**config.mk**
```make
export PLATFORM = sky130hd
export DESIGN_NAME = scanned_adc_moving_average
export DESIGN_NICKNAME = d
export VERILOG_FILES = /design/src/rtl/sadcma_pkg.sv /design/src/rtl/sadcma_fifo.sv /design/src/rtl/sadcma_front.sv /design/src/rtl/sadcma_back.sv /design/src/rtl/scanned_adc_moving_average.sv
export SDC_FILE = /design/constraint.sdc
export NUM_CORES = 2
export LEC_CHECK = 0
export ABC_CLOCK_PERIOD_IN_PS = 13700
export BUFFER_PORTS_ARGS = -buffer_cell sky130_fd_sc_hd__buf_4
export CELL_PAD_IN_SITES_DETAIL_PLACEMENT = 1
export CELL_PAD_IN_SITES_GLOBAL_PLACEMENT = 2
export CORE_ASPECT_RATIO = 0.8
export CORE_MARGIN = 3
export CORE_UTILIZATION = 45
export DETAILED_ROUTE_END_ITERATION = 12
export PLACE_DENSITY = 0.74
export SLEW_MARGIN = 40
export SYNTH_ARGS = -nofsm -noshare
export SYNTH_HDL_FRONTEND = slang
export SYNTH_HIERARCHICAL = 1
export SYNTH_SLANG_ARGS = --single-unit
```
**constraint.sdc**
```tcl
create_clock -name clk_i -period 13.7 [get_ports clk_i]
set_input_delay 2.055 -clock clk_i [delete_from_list [all_inputs] [get_ports clk_i]]
set_output_delay 2.055 -clock clk_i [all_outputs]
set_load 0.01 [all_outputs]
```
**src/rtl/sadcma_pkg.sv**
```systemverilog
`timescale 1ns / 1ps

package sadcma_pkg;

  localparam int SAMPLE_W  = 10;
  localparam int CHAN_W    = 3;
  localparam int SUM_W     = 15;
  localparam int WLEN_W    = 8;
  localparam int CFG_W     = 64;
  localparam int MASK_W    = 8;
  localparam int CFG_IDX_W = 1;

  localparam logic [CFG_IDX_W-1:0] REG_WINDOW_LENGTHS = 1'd0;
  localparam logic [CFG_IDX_W-1:0] REG_SCAN_MASK      = 1'd1;

  localparam logic [CFG_W-1:0]  WINDOW_LENGTHS_RESET = '0;
  localparam logic [MASK_W-1:0] SCAN_MASK_RESET      = 8'hFF;

  typedef struct packed {
    logic [CHAN_W-1:0]   chan;
    logic [SAMPLE_W-1:0] sample;
    logic                averaged;
    logic [CHAN_W-1:0]   next_chan;
  } item_t;

endpackage

```
**src/rtl/sadcma_fifo.sv**
```systemverilog
`timescale 1ns / 1ps

module sadcma_fifo #(
  parameter int WIDTH = 8
) (
  input  logic             clk_i,
  input  logic             rst_ni,
  input  logic             push_i,
  input  logic [WIDTH-1:0] push_data_i,
  output logic             full_o,
  input  logic             pop_i,
  output logic             valid_o,
  output logic [WIDTH-1:0] pop_data_o
);

  logic [WIDTH-1:0] slot_q [2];
  logic             wr_ptr_q;
  logic             rd_ptr_q;
  logic [1:0]       count_q;

  assign full_o     = (count_q == 2'd2);
  assign valid_o    = (count_q != 2'd0);
  assign pop_data_o = slot_q[rd_ptr_q];

  always_ff @(posedge clk_i) begin
    if (push_i) begin
      slot_q[wr_ptr_q] <= push_data_i;
    end
  end

  always_ff @(posedge clk_i or negedge rst_ni) begin
    if (!rst_ni) begin
      wr_ptr_q <= 1'b0;
      rd_ptr_q <= 1'b0;
      count_q  <= 2'd0;
    end else begin
      if (push_i) begin
        wr_ptr_q <= ~wr_ptr_q;
      end
      if (pop_i) begin
        rd_ptr_q <= ~rd_ptr_q;
      end
      if (push_i && !pop_i) begin
        count_q <= count_q + 2'd1;
      end else if (pop_i && !push_i) begin
        count_q <= count_q - 2'd1;
      end
    end
  end

endmodule

```
**src/rtl/sadcma_front.sv**
```systemverilog
`timescale 1ns / 1ps

module sadcma_front #(
  parameter int CHANNELS     = 8,
  parameter int WINDOW_DEPTH = 32,
  localparam int CW = $clog2(CHANNELS),
  localparam int HW = (WINDOW_DEPTH > 1) ? $clog2(WINDOW_DEPTH) : 1
) (
  input  logic                              clk_i,
  input  logic                              rst_ni,
  input  logic                              cfg_we_i,
  input  logic [sadcma_pkg::CFG_IDX_W-1:0]  cfg_idx_i,
  input  logic [sadcma_pkg::CFG_W-1:0]      cfg_data_i,
  input  logic                              accept_i,
  input  logic [sadcma_pkg::SAMPLE_W-1:0]   sample_i,
  output sadcma_pkg::item_t                 item_o,
  output logic [HW-1:0]                     head_o
);

  logic [sadcma_pkg::CFG_W-1:0]  wlen_q;
  logic [sadcma_pkg::MASK_W-1:0] mask_q;
  logic [CW-1:0]                 cur_q;
  logic [HW-1:0]                 heads_q [CHANNELS];

  logic [sadcma_pkg::WLEN_W-1:0] raw_len;
  logic [sadcma_pkg::WLEN_W-1:0] len;
  logic                          averaged;
  logic [HW-1:0]                 head_d;
  logic [CW-1:0]                 nxt;
  logic [CW:0]                   cand;

  always_comb begin
    raw_len = wlen_q[sadcma_pkg::WLEN_W*cur_q +: sadcma_pkg::WLEN_W];
    if (raw_len > sadcma_pkg::WLEN_W'(WINDOW_DEPTH)) begin
      len = sadcma_pkg::WLEN_W'(WINDOW_DEPTH);
    end else begin
      len = raw_len;
    end
    averaged = (len != '0);
    if ((9'(heads_q[cur_q]) + 9'd1) >= 9'(len)) begin
      head_d = '0;
    end else begin
      head_d = heads_q[cur_q] + HW'(1);
    end
  end

  always_comb begin
    nxt  = cur_q;
    cand = '0;
    for (int k = CHANNELS; k >= 1; k--) begin
      cand = (CW+1)'(cur_q) + (CW+1)'(k);
      if (cand >= (CW+1)'(CHANNELS)) begin
        cand = cand - (CW+1)'(CHANNELS);
      end
      if (mask_q[cand[CW-1:0]]) begin
        nxt = cand[CW-1:0];
      end
    end
  end

  always_comb begin
    item_o.chan      = sadcma_pkg::CHAN_W'(cur_q);
    item_o.sample    = sample_i;
    item_o.averaged  = averaged;
    item_o.next_chan = sadcma_pkg::CHAN_W'(nxt);
    head_o           = head_d;
  end

  always_ff @(posedge clk_i or negedge rst_ni) begin
    if (!rst_ni) begin
      wlen_q <= sadcma_pkg::WINDOW_LENGTHS_RESET;
      mask_q <= sadcma_pkg::SCAN_MASK_RESET;
      cur_q  <= '0;
      for (int i = 0; i < CHANNELS; i++) begin
        heads_q[i] <= '0;
      end
    end else begin
      if (cfg_we_i) begin
        case (cfg_idx_i)
          sadcma_pkg::REG_WINDOW_LENGTHS: wlen_q <= cfg_data_i;
          sadcma_pkg::REG_SCAN_MASK:      mask_q <= cfg_data_i[sadcma_pkg::MASK_W-1:0];
          default: ;
        endcase
      end
      if (accept_i) begin
        cur_q <= nxt;
        if (averaged) begin
          heads_q[cur_q] <= head_d;
        end
      end
    end
  end

endmodule

```
**src/rtl/sadcma_back.sv**
```systemverilog
`timescale 1ns / 1ps

module sadcma_back #(
  parameter int CHANNELS     = 8,
  parameter int WINDOW_DEPTH = 32,
  localparam int CW = $clog2(CHANNELS),
  localparam int HW = (WINDOW_DEPTH > 1) ? $clog2(WINDOW_DEPTH) : 1,
  localparam int RING_SIZE = CHANNELS * WINDOW_DEPTH,
  localparam int AW = $clog2(RING_SIZE),
  localparam int SW = $clog2(WINDOW_DEPTH * 1023 + 1)
) (
  input  logic                              clk_i,
  input  logic                              rst_ni,
  output logic                              busy_o,
  input  logic                              q_valid_i,
  input  sadcma_pkg::item_t                 q_item_i,
  input  logic [HW-1:0]                     q_head_i,
  output logic                              q_pop_o,
  output logic                              out_valid_o,
  input  logic                              out_ready_i,
  output logic [sadcma_pkg::CHAN_W-1:0]     sampled_channel_o,
  output logic [sadcma_pkg::SUM_W-1:0]      window_sum_o,
  output logic                              averaged_o,
  output logic [sadcma_pkg::CHAN_W-1:0]     next_channel_o
);

  logic [sadcma_pkg::SAMPLE_W-1:0] ring_q [RING_SIZE];
  logic [sadcma_pkg::SAMPLE_W-1:0] rd_q;
  logic [SW-1:0]                   sums_q [CHANNELS];

  logic                            busy_q;
  logic [AW-1:0]                   clr_cnt_q;

  logic                            s2_valid_q;
  sadcma_pkg::item_t               s2_item_q;
  logic [AW-1:0]                   s2_addr_q;

  logic                            fwd_valid_q;
  logic [AW-1:0]                   fwd_addr_q;
  logic [sadcma_pkg::SAMPLE_W-1:0] fwd_data_q;

  logic                            out_valid_q;
  logic [sadcma_pkg::CHAN_W-1:0]   out_chan_q;
  logic [SW-1:0]                   out_sum_q;
  logic                            out_avg_q;
  logic [sadcma_pkg::CHAN_W-1:0]   out_next_q;

  logic                            s2_fire;
  logic                            pop;
  logic [AW-1:0]                   rd_addr;
  logic [sadcma_pkg::SAMPLE_W-1:0] old_val;
  logic [SW-1:0]                   new_sum;
  logic                            mem_we;
  logic [AW-1:0]                   mem_waddr;
  logic [sadcma_pkg::SAMPLE_W-1:0] mem_wdata;
  logic [CW-1:0]                   s2_ch;

  assign s2_fire = s2_valid_q && (!out_valid_q || out_ready_i);
  assign pop     = q_valid_i && (!s2_valid_q || s2_fire);
  assign q_pop_o = pop;
  assign busy_o  = busy_q;
  assign s2_ch   = s2_item_q.chan[CW-1:0];
  assign rd_addr = AW'(AW'(q_item_i.chan[CW-1:0]) * AW'(WINDOW_DEPTH)) + AW'(q_head_i);

  always_comb begin
    if (fwd_valid_q && (fwd_addr_q == s2_addr_q)) begin
      old_val = fwd_data_q;
    end else begin
      old_val = rd_q;
    end
    new_sum = sums_q[s2_ch] - SW'(old_val) + SW'(s2_item_q.sample);
    if (busy_q) begin
      mem_we    = 1'b1;
      mem_waddr = clr_cnt_q;
      mem_wdata = '0;
    end else begin
      mem_we    = s2_fire && s2_item_q.averaged;
      mem_waddr = s2_addr_q;
      mem_wdata = s2_item_q.sample;
    end
  end

  always_ff @(posedge clk_i) begin
    if (mem_we) begin
      ring_q[mem_waddr] <= mem_wdata;
    end
    if (pop) begin
      rd_q <= ring_q[rd_addr];
    end
  end

  always_ff @(posedge clk_i) begin
    if (pop) begin
      s2_item_q <= q_item_i;
      s2_addr_q <= rd_addr;
    end
    if (s2_fire) begin
      out_chan_q <= s2_item_q.chan;
      out_sum_q  <= s2_item_q.averaged ? new_sum : '0;
      out_avg_q  <= s2_item_q.averaged;
      out_next_q <= s2_item_q.next_chan;
      if (s2_item_q.averaged) begin
        fwd_addr_q <= s2_addr_q;
        fwd_data_q <= s2_item_q.sample;
      end
    end
  end

  always_ff @(posedge clk_i or negedge rst_ni) begin
    if (!rst_ni) begin
      busy_q      <= 1'b1;
      clr_cnt_q   <= '0;
      s2_valid_q  <= 1'b0;
      fwd_valid_q <= 1'b0;
      out_valid_q <= 1'b0;
      for (int i = 0; i < CHANNELS; i++) begin
        sums_q[i] <= '0;
      end
    end else begin
      if (busy_q) begin
        clr_cnt_q <= clr_cnt_q + AW'(1);
        if (clr_cnt_q == AW'(RING_SIZE - 1)) begin
          busy_q <= 1'b0;
        end
      end
      if (pop) begin
        s2_valid_q <= 1'b1;
      end else if (s2_fire) begin
        s2_valid_q <= 1'b0;
      end
      if (s2_fire) begin
        out_valid_q <= 1'b1;
        if (s2_item_q.averaged) begin
          sums_q[s2_ch] <= new_sum;
          fwd_valid_q   <= 1'b1;
        end
      end else if (out_ready_i) begin
        out_valid_q <= 1'b0;
      end
    end
  end

  assign out_valid_o       = out_valid_q;
  assign sampled_channel_o = out_chan_q;
  assign window_sum_o      = sadcma_pkg::SUM_W'(out_sum_q);
  assign averaged_o        = out_avg_q;
  assign next_channel_o    = out_next_q;

endmodule

```
**src/rtl/scanned_adc_moving_average.sv**
```systemverilog
`timescale 1ns / 1ps
// A result passes the sample queue, the second stage and the output register.
// Throughput: one sample per cycle while the output is ready, set by the single
// read-modify-write of the ring memory per sample, with the last write forwarded to
// the following read. Reset clears control state and sums; a clearing pass then zeroes
// the ring memory, during which no sample is accepted. Configuration writes are taken.

module scanned_adc_moving_average #(
  parameter int CHANNELS     = 8,
  parameter int WINDOW_DEPTH = 32
) (
  input  logic                              clk_i,
  input  logic                              rst_ni,
  input  logic                              cfg_we_i,
  input  logic [sadcma_pkg::CFG_IDX_W-1:0]  cfg_idx_i,
  input  logic [sadcma_pkg::CFG_W-1:0]      cfg_data_i,
  input  logic                              sample_valid_i,
  output logic                              sample_ready_o,
  input  logic [sadcma_pkg::SAMPLE_W-1:0]   sample_value_i,
  output logic                              out_valid_o,
  input  logic                              out_ready_i,
  output logic [sadcma_pkg::CHAN_W-1:0]     sampled_channel_o,
  output logic [sadcma_pkg::SUM_W-1:0]      window_sum_o,
  output logic                              averaged_o,
  output logic [sadcma_pkg::CHAN_W-1:0]     next_channel_o
);

  localparam int HW = (WINDOW_DEPTH > 1) ? $clog2(WINDOW_DEPTH) : 1;
  localparam int QW = $bits(sadcma_pkg::item_t) + HW;

  logic              accept;
  logic              busy;
  logic              q_full;
  logic              q_valid;
  logic              q_pop;
  sadcma_pkg::item_t f_item;
  logic [HW-1:0]     f_head;
  logic [QW-1:0]     q_data;
  sadcma_pkg::item_t b_item;
  logic [HW-1:0]     b_head;

  assign sample_ready_o = !q_full && !busy;
  assign accept         = sample_valid_i && sample_ready_o;
  assign b_item         = q_data[QW-1:HW];
  assign b_head         = q_data[HW-1:0];

  sadcma_front #(
    .CHANNELS     (CHANNELS),
    .WINDOW_DEPTH (WINDOW_DEPTH)
  ) u_front (
    .clk_i      (clk_i),
    .rst_ni     (rst_ni),
    .cfg_we_i   (cfg_we_i),
    .cfg_idx_i  (cfg_idx_i),
    .cfg_data_i (cfg_data_i),
    .accept_i   (accept),
    .sample_i   (sample_value_i),
    .item_o     (f_item),
    .head_o     (f_head)
  );

  sadcma_fifo #(
    .WIDTH (QW)
  ) u_fifo (
    .clk_i       (clk_i),
    .rst_ni      (rst_ni),
    .push_i      (accept),
    .push_data_i ({f_item, f_head}),
    .full_o      (q_full),
    .pop_i       (q_pop),
    .valid_o     (q_valid),
    .pop_data_o  (q_data)
  );

  sadcma_back #(
    .CHANNELS     (CHANNELS),
    .WINDOW_DEPTH (WINDOW_DEPTH)
  ) u_back (
    .clk_i             (clk_i),
    .rst_ni            (rst_ni),
    .busy_o            (busy),
    .q_valid_i         (q_valid),
    .q_item_i          (b_item),
    .q_head_i          (b_head),
    .q_pop_o           (q_pop),
    .out_valid_o       (out_valid_o),
    .out_ready_i       (out_ready_i),
    .sampled_channel_o (sampled_channel_o),
    .window_sum_o      (window_sum_o),
    .averaged_o        (averaged_o),
    .next_channel_o    (next_channel_o)
  );

endmodule

```
Yosys cells after proc, flatten, opt, wreduce, memory -nomap -nowiden

Memory sizes are Yosys's and may differ from the RTL's. A register that Yosys moved wholly into a read port is not among the register bits.
Cells that the tools add are included.

Output and inout port bits: 24
Memories: 2
Input bits: 80
RAM bits: 2604
Flip-flop bits (word level): 316
Word-level logic and storage cells: 184

$add $sub $neg: 24
Equal/unequal tests: 3
$lt $le $gt $ge: 22
Bitwise operators: 5
Mux-type cells: 62
Shift operators: 1
Reduce and logical (&&, ||, !) cells: 27

Memory list:

| name          | words | width | read ports | clocked after Yosys merged registers in | write ports | line              | RTL |
|---|---|---|---|---|---|---|---|
| u_back.ring_q | 256   | 10    | 1          | 1                                       | 1           | sadcma_back.sv:27 | `logic [sadcma_pkg::SAMPLE_W-1:0] ring_q [RING_SIZE];` |
| u_fifo.slot_q | 2     | 22    | 1          | 0                                       | 1           | sadcma_fifo.sv:16 | `logic [WIDTH-1:0] slot_q [2];` |

Operators with widths:

| kind                  | count |
|---|---|
| $bwmux W120           | 1 |
| $shiftx A64 B7 Y8     | 1 |
| $mux W3               | 16 |
| $bmux W15 S3          | 1 |
| $demux W15 S3         | 1 |
| $mux W15              | 3 |
| $bwmux W40            | 1 |
| $ge A4 B4 Y1 const B  | 10 |
| $lt A3 B4 Y1 const B  | 8 |
| $bmux W1 S3           | 8 |
| $sub A3 B1 Y3 const B | 8 |
| $mux W10              | 2 |
| $mux W5               | 4 |
| $mux W1               | 19 |
| $add A3 B3 Y4 const B | 4 |
| $mux W8               | 2 |
| $add A15 B10 Y15      | 1 |
| $bmux W5 S3           | 1 |
| $demux W5 S3          | 1 |
| $sub A15 B10 Y15      | 1 |
| $logic_and A1 B1 Y1   | 10 |
| $ge A9 B8 Y1          | 1 |
| $add A3 B2 Y4 const B | 2 |
| $add A8 B1 Y8 const B | 1 |
| 20 further kinds      | 37 |

Logic depth before layout (Yosys ltp)

Word-level depth: 13
Depth in mapped cells: 19
Mapped depth without buffers: 17

By module

The synthesis kept the hierarchy.

Modules (own cells, without submodules):

| module                     | sequential area each (um^2) | cells each | instances | area each (um^2) |
|---|---|---|---|---|
| sadcma_back                | 82340.2                     | 5248       | 1         | 107834.7 |
| sadcma_front               | 2887.8                      | 448        | 1         | 6257.3 |
| sadcma_fifo                | 1421.4                      | 84         | 1         | 1780.5 |
| scanned_adc_moving_average | 0.0                         | 2          | 1         | 16.3 |

Worst setup path before layout

No wires, ideal clock.

Path type: reg2reg
Start: reg u_back.busy_q, in the netlist u_back/busy_o
End: mem u_back/ring_q[0][4] (netlist name) (data pin)
Setup slack: 5.267 ns
Library setup time: 1.449 ns
Period minus slack after synthesis: 8.433 ns
Cell stages (with the launch flop): 4
Data required time: 12.251 ns
Path buffers: 2
Data arrival time: 6.984 ns
Cells stage by stage: dfstp_2 > clkbuf_1 > clkbuf_1 > nor2b_1

Longest elaborated chain between the ends: 1

RTL lines:

| what                           | line               | RTL |
|---|---|---|
| from (decl)                    | sadcma_back.sv:31  | `logic busy_q;` |
| from (signal assigned)         | sadcma_back.sv:111 | `busy_q <= 1'b1;` |
| from (signal assigned)         | sadcma_back.sv:123 | `busy_q <= 1'b0;` |
| $mux W10                       | sadcma_back.sv:72  | `if (busy_q) begin` |
| net u_back.mem_wdata (one bit) | sadcma_back.sv:55  | `logic [sadcma_pkg::SAMPLE_W-1:0] mem_wdata;` |
| to (decl)                      | sadcma_back.sv:27  |  |

The timed path passes the listed nets, and every way through them passes these cells.

Worst setup path after layout

Start: reg u_fifo.rd_ptr_q
End: reg u_back/rd_q[7] (netlist name) (read register of u_back.ring_q) (data pin)

Longest elaborated chain between the ends: 2

RTL lines:

| what                   | line                             | RTL |
|---|---|---|
| from (decl)            | sadcma_fifo.sv:18                | `logic rd_ptr_q;` |
| from (signal assigned) | sadcma_fifo.sv:41                | `rd_ptr_q <= ~rd_ptr_q;` |
| $mem_v2 Z2 W22         | -                                |  |
| net q_data[0]          | scanned_adc_moving_average.sv:38 | `logic [QW-1:0] q_data;` |
| $add A8 B5 Y8          | sadcma_back.sv:63                | `assign rd_addr = AW'(AW'(q_item_i.chan[CW-1:0]) * AW'(WINDOW_DEPTH)) + AW'(q_head_i);` |
| to (decl)              | sadcma_back.sv:28                | `logic [sadcma_pkg::SAMPLE_W-1:0] rd_q;` |

The timed path passes the listed nets, and every way through them passes these cells.
A chain may end at the register's enable or synchronous reset.

==> results.yml <==
status:
  outcome: "finished, final reports clean"
synthesis:
  avgSynthCellArea_um2: 20.0
  synth-seq-area-share_pct: 74.8
  ys_warn_count: 6
  synth_seq_cells: 2927
  synth_cell_type_count: 72
  syn_nets: 5902
  synthFlopType: "edfxtp_1"
  synth-edff-count: 2676
  synthArstFlopShare_pct: 8.58
  synth_area_um2: 116000
  yosysTopAreaCellShare_pct: 69.3
  syn_inst: 5782
  synthTopCellsByArea: "edfxtp_1 (69%), mux4_2 (13%), dfrtp_1 (5.2%)"
  yosysTopAreaCell: "edfxtp_1"
clocking:
  cts-root-buf: "clkbuf_16"
  cts_resized: 0
  clk_path_buf_depth: 4
  clock_latency_ns: 0.86
  cts_max_level: 5
  cts_buffers: 297
  clock_sinks: 2927
  cts-hold-fix-buffers: 0
  post_cts_buffers: 0
  cts_tree: "done"
  clk_pin_slew_ns: 0.06
setup_path:
  cp-end-kind: "flop"
  worstSetupPathType: "reg2reg"
  arrival_ns: 6.58
  crit_required_ns: 14.28
  worst-path-max-fanout: 36
  critPathLaunchType: "flop"
routing:
  firstDrtPassIters: 6
  drc: 0
  ant_nets: 0
  drtIter0Drc: 7659
  vias: 59414
  drt-total-wl_mm: 315
  wire_per_inst_um: 32.7
  viasPerCell: 6.17
sta:
  fin_crit_ns: 6.01
  drv_slew: 0
  finalClockSkew_ns: 0.0506
  worst_slack_ns: 7.69
  hold_violations: 0
  setup_viol_count_final: 0
  fmaxAchievable_mhz: 166
  whs_ns: 0.442
  rsz0062_at_grt: "false"
  tightest_slew_ns: 0.989
  final.setup.tns_ns: 0
  finalCritPeriodShare_pct: 43.8
  slew_headroom_pct: 33.8
hold_path:
  hold_class: "reg2reg"
die:
  die_y_um: 460
  dieArea_um2: 264000
  die_w_um: 573
  ioPinCount: 104
  coreArea_um2: 254000
  num_rows: 165
  initial_core_util_pct: 45.6
cells_and_area:
  register_area_um2: 86700
  nets: 6099
  fin_util_pct: 51.5
  syn2layout_area_growth_pct: 13.0
  multi_input_area_um2: 28400
  fillCellCount: 22461
  layout-drive-gt1-share_pct: 30.6
placed_design:
  gp_congestion: 0.805
  dp_hpwl_mm: 186
  port-buffer-count: 103
  pre_cts_slack_ns: 7.27
global_routing:
  grt_max_degree: 184
  antenna_found_initial: 13
  track_usage_pct: 23.7
  overflow: 0
  grt_pass1_vias: 60213
  grt_pass1_wl_mm: 452
power_and_ir_drop:
  total_power_mw: 33.1
  p_leak_nw: 42.1
  peakVddDrop_mv: 0.254
  pwr_density_cell_nw_per_um2: 253
flow_run:
  drv_cap: 0
==> per-stage QoR <==
stage	cell area [um^2]	std cells
floorplan	116000	5782
global placement	120000	9084
detailed placement	121000	9095
CTS	131000	9614
global route	131000	9623
finish	131000	9624
==> worst max-delay path, stage by stage (launching register included) <==
cell and delay [ns]:
dfrtp_2 0.74, mux2_8 0.57, buf_16 0.29, buf_6 0.49, buf_4 0.67, buf_4 0.62
mux4_2 0.63, mux4_2 0.53, mux2i_1 0.14, o21ai_0 0.20, nor3_1 0.56, nor3_1 0.10
==> cell type report <==
cell class	count	share of cell area, %
sequential	2927	66.2
multi-input combinational	2475	21.7
clock buffer	385	6.06
tap	3423	3.27
timing repair buffer	234	1.74
clock inverter	134	0.951
inverter	44	0.126
antenna	2	0.00382
==> power by group <==
part	switching [mW]	total, mW	internal (mW)
clock network	3.37	7.84	4.48
logic	8.67	13.4	4.78
registers	0.296	11.8	11.5
total	12.3	33.1	20.8
==> per-layer routing <==
| layer | track usage (%) | up-vias | wire length [um] |
|---|---|---|---|
| li1 | - | 23967 | - |
| met1 | 35.8 | 32339 | 137000 |
| met2 | 35.2 | 2682 | 142000 |
| met3 | 5.00 | 424 | 27900 |
| met4 | 5.98 | 2 | 7870 |
| met5 | 0 | - | 13 |
==> layout by cell type, fill, tap and decap left out, drive strengths merged, types with 101 or more instances in the layout <==
| cell | netlist | routed |
|---|---|---|
| mux4 | 684 | 684 |
| a22oi | 122 | 122 |
| nand2 | 326 | 326 |
| nor2 | 322 | 322 |
| dfrtp | 242 | 242 |
| mux2 | 224 | 224 |
| buf | 189 | 234 |
| clkinv | 1 | 101 |
| clkbuf | 147 | 385 |
| mux2i | 121 | 121 |
| edfxtp | 2676 | 2676 |
==> synth_stat cells (all sizes together), types with 3 or more instances <==
library cell  count
xnor2            15
a31oi            15
buf             189
nand2b           24
or3               3
xor2             21
nor4              4
o21a              5
or2               7
o31ai             5
inv              43
ha               30
fa               10
nand3            53
nand3b            8
o22ai            41
o31a              3
mux2i           121
o211ai           13
a221oi           27
nor3             35
o2111ai           4
clkbuf          147
edfxtp         2676
mux4            684
nor2b            21
a211oi           22
a21oi            80
nand4            21
nand2           326
a22oi           122
o21ai           100
nor3b             3
mux2            224
nor2            322
and3             18
and2             21
a211o             4
a311oi            3
a21o              6
o221ai           18
dfstp             9
a22o             17
dfrtp           242
==> logic make-up (layout without fill, tap and decap cells) <==
family / count (synthesis) / after routing / synth area share, %
fa+ha+maj: 40 / 40 / 0.497
buf+inv: 380 / 797 / 1.67
simple gates: 868 / 868 / 3.25
flops: 2927 / 2927 / 74.8
compound gates: 502 / 502 / 3.02
xor+xnor: 36 / 36 / 0.272
other cells: 0 / 2 / 0
mux: 1029 / 1029 / 16.5
==> sequential cells by signal (all words and copies together), names as in the netlist, 2 cells and up <==
signal,flops
u_back/clr_cnt_q,8
u_back/fwd_addr_q,8
u_back/fwd_data_q,10
u_back/next_channel_o,3
u_back/rd_q,10
u_back/ring_q,2560
u_back/s2_addr_q,5
u_back/s2_ch,3
u_back/s2_item_q,14
u_back/sampled_channel_o,3
u_back/sums_q,120
u_back/window_sum_o,15
u_fifo/count_q,2
u_fifo/slot_q,44
u_front/cur_q,3
u_front/heads_q,40
u_front/mask_q,8
u_front/wlen_q,64
==> final timing paths <==
kind	depth (start not counted)	from	to	slack [ns]
setup / recovery	11	u_fifo/rd_ptr_q	u_back/rd_q[7]	7.69
hold / removal	0	u_back/s2_item_q[11]	u_back/fwd_data_q[7]	0.44
setup reg to reg	11	u_fifo/rd_ptr_q	u_back/rd_q[7]	7.69
hold reg to reg	0	u_back/s2_item_q[11]	u_back/fwd_data_q[7]	0.44
max in group asynchronous	4	rst_ni	u_back/sums_q[39]	10.96
min in group asynchronous	1	rst_ni	u_front/wlen_q[41]	1.11
(Power assumes the default switching activity.)
